$ cat config.mk
export PLATFORM = sky130hd
export DESIGN_NAME = tihr_div
export DESIGN_NICKNAME = d
export VERILOG_FILES = /design/src/sv/tihr_pkg.sv /design/src/sv/tihr_div.sv
export SDC_FILE = /design/constraint.sdc
export NUM_CORES = 1
export LEC_CHECK = 0
export BUFFER_PORTS_ARGS = -buffer_cell sky130_fd_sc_hd__buf_2
export CAP_MARGIN = 30
export CORE_MARGIN = 4
export CORE_UTILIZATION = 30
export CTS_CLUSTER_DIAMETER = 40
export DETAILED_ROUTE_END_ITERATION = 12
export PLACE_DENSITY_LB_ADDON = 0.3
export SETUP_SLACK_MARGIN = 0.3
export SYNTH_ARGS = -nofsm -noshare
export SYNTH_HDL_FRONTEND = slang
export SYNTH_SLANG_ARGS = --single-unit
$ cat constraint.sdc
create_clock -name clk -period 7.4 [get_ports clk]
set_clock_uncertainty 0.2 [all_clocks]
set_input_delay 1.11 -clock clk [delete_from_list [all_inputs] [get_ports clk]]
set_output_delay 1.11 -clock clk [all_outputs]
set_load 0.05 [all_outputs]
$ cat src/sv/tihr_pkg.sv
// Shared types and constants for the time-indexed history ring.
// Used by tihr_div and time_indexed_history_ring_core; depends on nothing.
`default_nettype none
package tihr_pkg;

  // Fixed field widths.
  localparam int ROW_W   = 64;
  localparam int SEC_W   = 40;
  localparam int MSIN_W  = 47;
  localparam int STEP_W  = 32;
  localparam int MSOUT_W = 48;
  localparam int TICK_W  = 12;
  localparam int CNT_W   = 48;

  // Internal arithmetic widths.
  localparam int NUM_W  = 52;   // divider dividend
  localparam int DEN_W  = 32;   // divider divisor
  localparam int SW     = 52;   // signed tick index arithmetic
  localparam int DMS_W  = 22;   // tick length in milliseconds
  localparam int SECS_W = 62;   // row time in seconds

  localparam int MAX_RESULTS = 64;
  localparam int NRES_W      = 7;

  localparam logic [9:0]         MS_PER_S  = 10'd1000;
  localparam logic [MSOUT_W-1:0] MS_SAT    = {MSOUT_W{1'b1}};
  // Largest second count whose millisecond value still fits in 48 bits.
  localparam logic [SECS_W-1:0]  SECS_SAT  = SECS_W'(64'd281474976710);

  localparam logic CMD_PUSH  = 1'b0;
  localparam logic CMD_QUERY = 1'b1;

  typedef struct packed {
    logic                command;
    logic [ROW_W-1:0]    row_value;
    logic [SEC_W-1:0]    now_seconds;
    logic [MSIN_W-1:0]   from_ms;
    logic [MSIN_W-1:0]   to_ms;
    logic [STEP_W-1:0]   step_ms;
  } in_item_t;

  typedef struct packed {
    logic [MSOUT_W-1:0]  row_time_ms;
    logic [ROW_W-1:0]    row_data;
    logic                found;
    logic                last;
  } out_item_t;

  typedef struct packed {
    logic             go;
    logic [NUM_W-1:0] num;
    logic [DEN_W-1:0] den;
  } div_req_t;

  typedef struct packed {
    logic             done;
    logic [NUM_W-1:0] quo;
    logic [DEN_W-1:0] rem;
  } div_rsp_t;

endpackage
`default_nettype wire

$ cat src/sv/tihr_div.sv
// Shared restoring divider, one quotient bit per cycle.
// Depends on tihr_pkg for widths and the request and response structs.
`default_nettype none
module tihr_div (
  input  wire logic              clk,
  input  wire logic              rst,
  input  wire tihr_pkg::div_req_t req,
  output tihr_pkg::div_rsp_t     rsp
);
  import tihr_pkg::*;

  logic [NUM_W-1:0] quo;
  logic [DEN_W-1:0] rem;
  logic [5:0]       cnt;
  logic             busy;
  logic             done;
  logic [DEN_W:0]   trial;
  logic             fits;

  // Shift the next dividend bit into the partial remainder and try the subtract.
  assign trial = {rem, quo[NUM_W-1]};
  assign fits  = trial >= {1'b0, req.den};

  always_ff @(posedge clk) begin
    if (rst) begin
      busy <= 1'b0;
      done <= 1'b0;
      cnt  <= '0;
    end else begin
      done <= 1'b0;
      if (req.go) begin
        busy <= 1'b1;
        cnt  <= 6'(NUM_W);
      end else if (busy) begin
        cnt <= cnt - 6'd1;
        if (cnt == 6'd1) begin
          busy <= 1'b0;
          done <= 1'b1;
        end
      end
    end
  end

  // Datapath registers.
  always_ff @(posedge clk) begin
    if (req.go) begin
      quo <= req.num;
      rem <= '0;
    end else if (busy) begin
      quo <= {quo[NUM_W-2:0], fits};
      rem <= fits ? DEN_W'(trial - {1'b0, req.den}) : trial[DEN_W-1:0];
    end
  end

  assign rsp.done = done;
  assign rsp.quo  = quo;
  assign rsp.rem  = rem;

endmodule
`default_nettype wire

### After elaboration in Yosys (flattened, before gate mapping)

Cells that the tools add are included.

| cells by class | value |
|---|---|
| add/subtract/negate cells | 2 |
| order comparisons | 1 |
| eq/ne operators | 1 |
| multiplexer cells | 9 |
| bitwise gates (word level) | 1 |
| reductions and logical operators | 3 |

Operators with widths:

| kind | count |
|---|---|
| 52-bit two-way mux | 2 |
| 33-bit by 32-bit greater-or-equal comparator with 1-bit output | 1 |
| 32-bit two-way mux | 1 |
| 32-bit subtractor | 1 |
| 6-bit two-way mux | 2 |
| 6-bit by 1-bit == test with 1-bit output, second input constant | 1 |
| 6-bit by 1-bit subtractor with 6-bit output, second input constant | 1 |
| 1-bit two-way mux | 4 |
| 3-bit OR reduction | 1 |
| 2-bit nonzero test | 1 |
| 2-bit OR reduction | 1 |
| 1-bit inverter | 1 |

| storage, ports and cells | value |
|---|---|
| register bits | 92 |
| bits of input ports | 87 |

### Longest topological paths before layout

| logic depth | value |
|---|---|
| depth in word-level cells | 4 |
| mapped depth | 13 |
| mapped depth without buffers | 11 |

### Worst setup path after synthesis

No wires, ideal clock.

| path | value |
|---|---|
| path kind | input -> register |
| start point | in req[11] (netlist bit) |
| end point | reg quo[0], data pin |
| setup time | 0.260 ns |
| arrival time | 3.348 ns |
| required time | 6.940 ns |
| slack | 3.592 ns |
| cell stages on the path | 11 |
| path through | inv_1 ha_1 a21o_1 a221oi_2 nand3_1 o311a_1 o21a_2 or2_1 buf_6 buf_6 mux2_2 |

| on the way | value |
|---|---|
| cells in the longest elaborated chain, start to end | 3 |

RTL lines:

| element | RTL line | RTL |
|---|---|---|
| start: declaration | tihr_div.sv:7 | `input wire tihr_pkg::div_req_t req,` |
| 33-bit by 32-bit greater-or-equal comparator with 1-bit output | tihr_div.sv:22 | `assign fits = trial >= {1'b0, req.den};` |
| 52-bit two-way mux | tihr_div.sv:49 | `end else if (busy) begin` |
| 52-bit two-way mux | tihr_div.sv:46 | `if (req.go) begin` |
| end signal: assignment | tihr_div.sv:47 | `quo <= req.num;` |
| end signal: assignment | tihr_div.sv:50 | `quo <= {quo[NUM_W-2:0], fits};` |
| end: declaration | tihr_div.sv:12 | `logic [NUM_W-1:0] quo;` |

No other way between the ends. The select of a mux whose other input is x is not followed.
A chain may end at the register's enable or synchronous reset.

### Worst setup path in the final report

| path | value |
|---|---|
| start point | in req[11] (netlist bit) |
| end point | reg rem[0] |

| on the way | value |
|---|---|
| cells in the longest elaborated chain, start to end | 2 |

RTL lines:

| element | RTL line | RTL |
|---|---|---|
| 33-bit by 32-bit greater-or-equal comparator with 1-bit output | tihr_div.sv:22 |  |
| 32-bit two-way mux | tihr_div.sv:51 | `rem <= fits ? DEN_W'(trial - {1'b0, req.den}) : trial[DEN_W-1:0];` |
| end signal: assignment | tihr_div.sv:51 |  |
| end: declaration | tihr_div.sv:13 | `logic [DEN_W-1:0] rem;` |

No other way between the ends.

==> summary.txt <==
Setup path
  • Crit. End Element: register
  • CP Launch Type: primary input
  • Worst Path Required: roughly 7.5 ns
  • R2r setup slk: about 3.8 ns
  • Reg2reg path depth: 9
  • Reg-to-Reg Start: rem[11]
  • Worst-path fanout max: 27
  • Critical Path AT: roughly 4.1 ns
  • Setup Crit Path Kind: in2reg
  • RR Endpoint: rem[0]

Timing
  • Max-Slew Margin vs Limit: 0.333
  • Fmax: between 200 and 250 MHz
  • Final setup vio count: 0
  • RSZ-0062 raised after global routing: false
  • Setup TNS: 0 ns
  • Worst slew pin tran: between 0.9 and 1 ns
  • Final worst slack: between 3 and 4 ns
  • Fin. Hold Viols: 0
  • Hold slack: roughly 0.30 ns
  • Max-slew violations: 0
  • Minimum clock period: ~4 ns
  • Tcrit/Tclk final: 0.552

Synthesis
  • Distinct cells, synth: 65
  • Avg Cell Area, Syn: just under 10 um^2
  • Simple logic cell fraction of the synthesized area: 0.140
  • Sequential cell area fraction in the yosys report: 0.403
  • Synth Flop Type: edfxtp_1
  • Yosys warns: 0
  • Post-Syn Area: approximately 6000 um^2
  • Post-Synthesis Net Count: around 720
  • Area share of fa/ha/maj cells after synthesis: 0.0761
  • EDFF count, synth: 52
  • Multiplexer share of the synthesized area: 0.114
  • Synth Area in XOR/XNOR: 0.0419
  • Largest family of logic cells by synthesized area: compound AO/OA/AOI/OAI gates
  • Post-synthesis register bit count: 92
  • Share of flip-flops with an asynchronous set or reset: 0
  • Gate Count Post-Synth: 600
  • Compound-cell area share of the yosys netlist: 0.172

Final layout
  • Nets: 876
  • Final std cells w/o fill: around 1000
  • Final Util: 0.381
  • Ant diodes: 0
  • Share of cells above drive strength 1: 0.344
  • Multi-input logic area: between 3000 and 4000 um^2
  • Syn-to-layout area delta: 23.4%
  • Commonest non-fill, non-tap cell in the layout: buf_2
  • Cell area after layout: approximately 7200 um^2
  • # fillers: approximately 2000
  • Sequential cell area: approximately 2400 um^2
  • Most frequent cells in the layout: buf_2, nand2_1, mux2_2

Status
  • Outcome: completed

Routing
  • Initial drt markers: 328
  • DR WL/cell: 16.6 um
  • Routed Antenna Nets: 0
  • Via density: 4.90
  • Post-Route WL: roughly 17 mm
  • Drt pass-1 iters: 5
  • Vias: between 4000 and 5000
  • Residual DRC: 0

Pwr
  • Total power draw: ~1.6 mW
  • Max VDD drop: roughly 0.12 mV
  • Logic gate share of total power: 0.312
  • Seq pwr share: 0.389
  • Pleak: 3.20 nW
  • Psw: between 500 and 600 uW
  • Net Sw Frac: 0.365
  • Clock power frac: 0.299
  • P per Cell Area: 223 nW/um^2
  • Internal power: ~1.0 mW

Hold path
  • Hold path cells: 2
  • Worst hold path type: reg2reg
  • Hold Startpoint: rem[17]
  • Worst Hold End: rem[17]

Placed design
  • # placed instances: around 1000
  • Detail Placement HPWL: between 10 and 15 mm
  • Port bufs: ~170
  • Final Wtd Congestion: between 0.8 and 0.9
  • Placed cell area: approximately 6900 um^2
  • Place WS: 2.97 ns

Clock network
  • Cts hold-fix bufs: 0
  • Htree depth: 3
  • CTS tree: done
  • TritonCTS buffer count: 9
  • Clock slew at reported path FFs: approximately 0.07 ns
  • Clock latency on the worst-skew pair: between 0.3 and 0.4 ns
  • Post-cts resize count: 0
  • CTS max path bufs: 2
  • Clock Tree Root: clkbuf_16
  • Post-CTS setup buffers: 0
  • CTS Sinks: 92

Die
  • Placement Rows: 50
  • DIE WIDTH: about 150 um
  • Die area: about 22000 um^2
  • Die H: ~150 um
  • Core ar.: 19000 um^2
  • Starting Density: 0.309
  • Io pins: roughly 170

Global routing
  • Vias in the first global route: between 4000 and 5000
  • First-pass GRT wire length: 26.2 mm
  • Total gr overflow: 0
  • Total global-route track usage: 0.149
  • Largest net degree at the start of global routing: 58
  • Initial antenna violation count: 0

Job
  • Max_cap viols: 0
-- worst max-delay path, cell delays in order --
cell      delay, ns
buf_2          0.08
inv_1          0.03
ha_1           0.36
a21o_1         0.24
a221oi_2       0.38
nand3_1        0.17
o311a_1        0.33
o21a_2         0.25
nor2_4         0.57
mux2_2         0.41
a211oi_1       0.22
-- registers in the layout (all words and copies together), names as in the netlist --
register / cells
quo: 52
rem: 32
cnt: 6
busy: 1
done: 1
-- worst max-delay path by stage --
stage	from	to	slack, ns
after global routing	req[11]	rem[0]	3.13
after floorplan	req[11]	quo[0]	3.59
after global placement	req[3]	rem[29]	2.97
final	req[11]	rem[0]	3.32
after CTS	req[11]	rem[0]	3.33
after detailed placement	req[9]	rem[0]	2.97
-- area by class of cell --
| cell class | instances | share of cell area |
|---|---|---|
| well taps | 260 | 0.0450 |
| clock buffers | 9 | 0.0312 |
| inverters | 41 | 0.0213 |
| clock inverters | 6 | 0.0100 |
| multi-input cells | 434 | 0.441 |
| flip-flops and latches | 92 | 0.327 |
| repair buffers | 176 | 0.125 |
-- logic make-up after synthesis --
group / count (synthesis)
xor+xnor: 28
mux: 60
buf+inv: 74
flops: 92
fa+ha+maj: 35
compound gates: 141
simple gates: 170
-- layer usage --
layer / GRT usage / part of all wire / vias to the layer above
met5: 0 / 0 / -
met3: 0.0208 / 0.035 / 24
met1: 0.206 / 0.46 / 2334
met4: 0.0531 / 0.021 / 0
met2: 0.237 / 0.48 / 117
li1: - / - / 2513
-- cells in the mapped netlist, types with 3 or more instances --
library cell  number  area (um^2)
a21oi_1           24          120
inv_1             41          154
nand4_1            6         37.5
nand2b_1           6         37.5
nor3_1            11         55.1
or2_2              4         25.0
and3_1             4         25.0
nand3_1            9         45.0
a211oi_1           5         37.5
a31o_2             3         26.3
ha_1              34          425
nor4b_1            3         26.3
mux2_2            53          597
buf_1              5         18.8
edfxtp_1          52         1560
xor2_1            11         96.3
dfxtp_1           40          801
mux2i_1            7         70.1
o21ai_1            6         30.0
clkbuf_1          21         78.8
o21a_1             5         37.5
xnor2_1           17          149
a311oi_1          18          158
a32oi_1            4         35.0
o21ai_0           22          110
nor2b_1            7         43.8
nand2_1           58          218
nor2_1            45          169
a31oi_1            8         50.1
buf_6              3         33.8
o211ai_1           5         37.5
a21o_1            20          150
-- power groups by stage --
stage,combinational [mW],sequential (mW),clock [mW]
final,0.502,0.627,0.481
after global routing,0.542,0.635,0.515
after floorplan,0.232,0.783,0
after detailed placement,0.503,0.639,0
after global placement,0.501,0.637,0
after CTS,0.505,0.628,0.497
(Power assumes the default switching activity.)
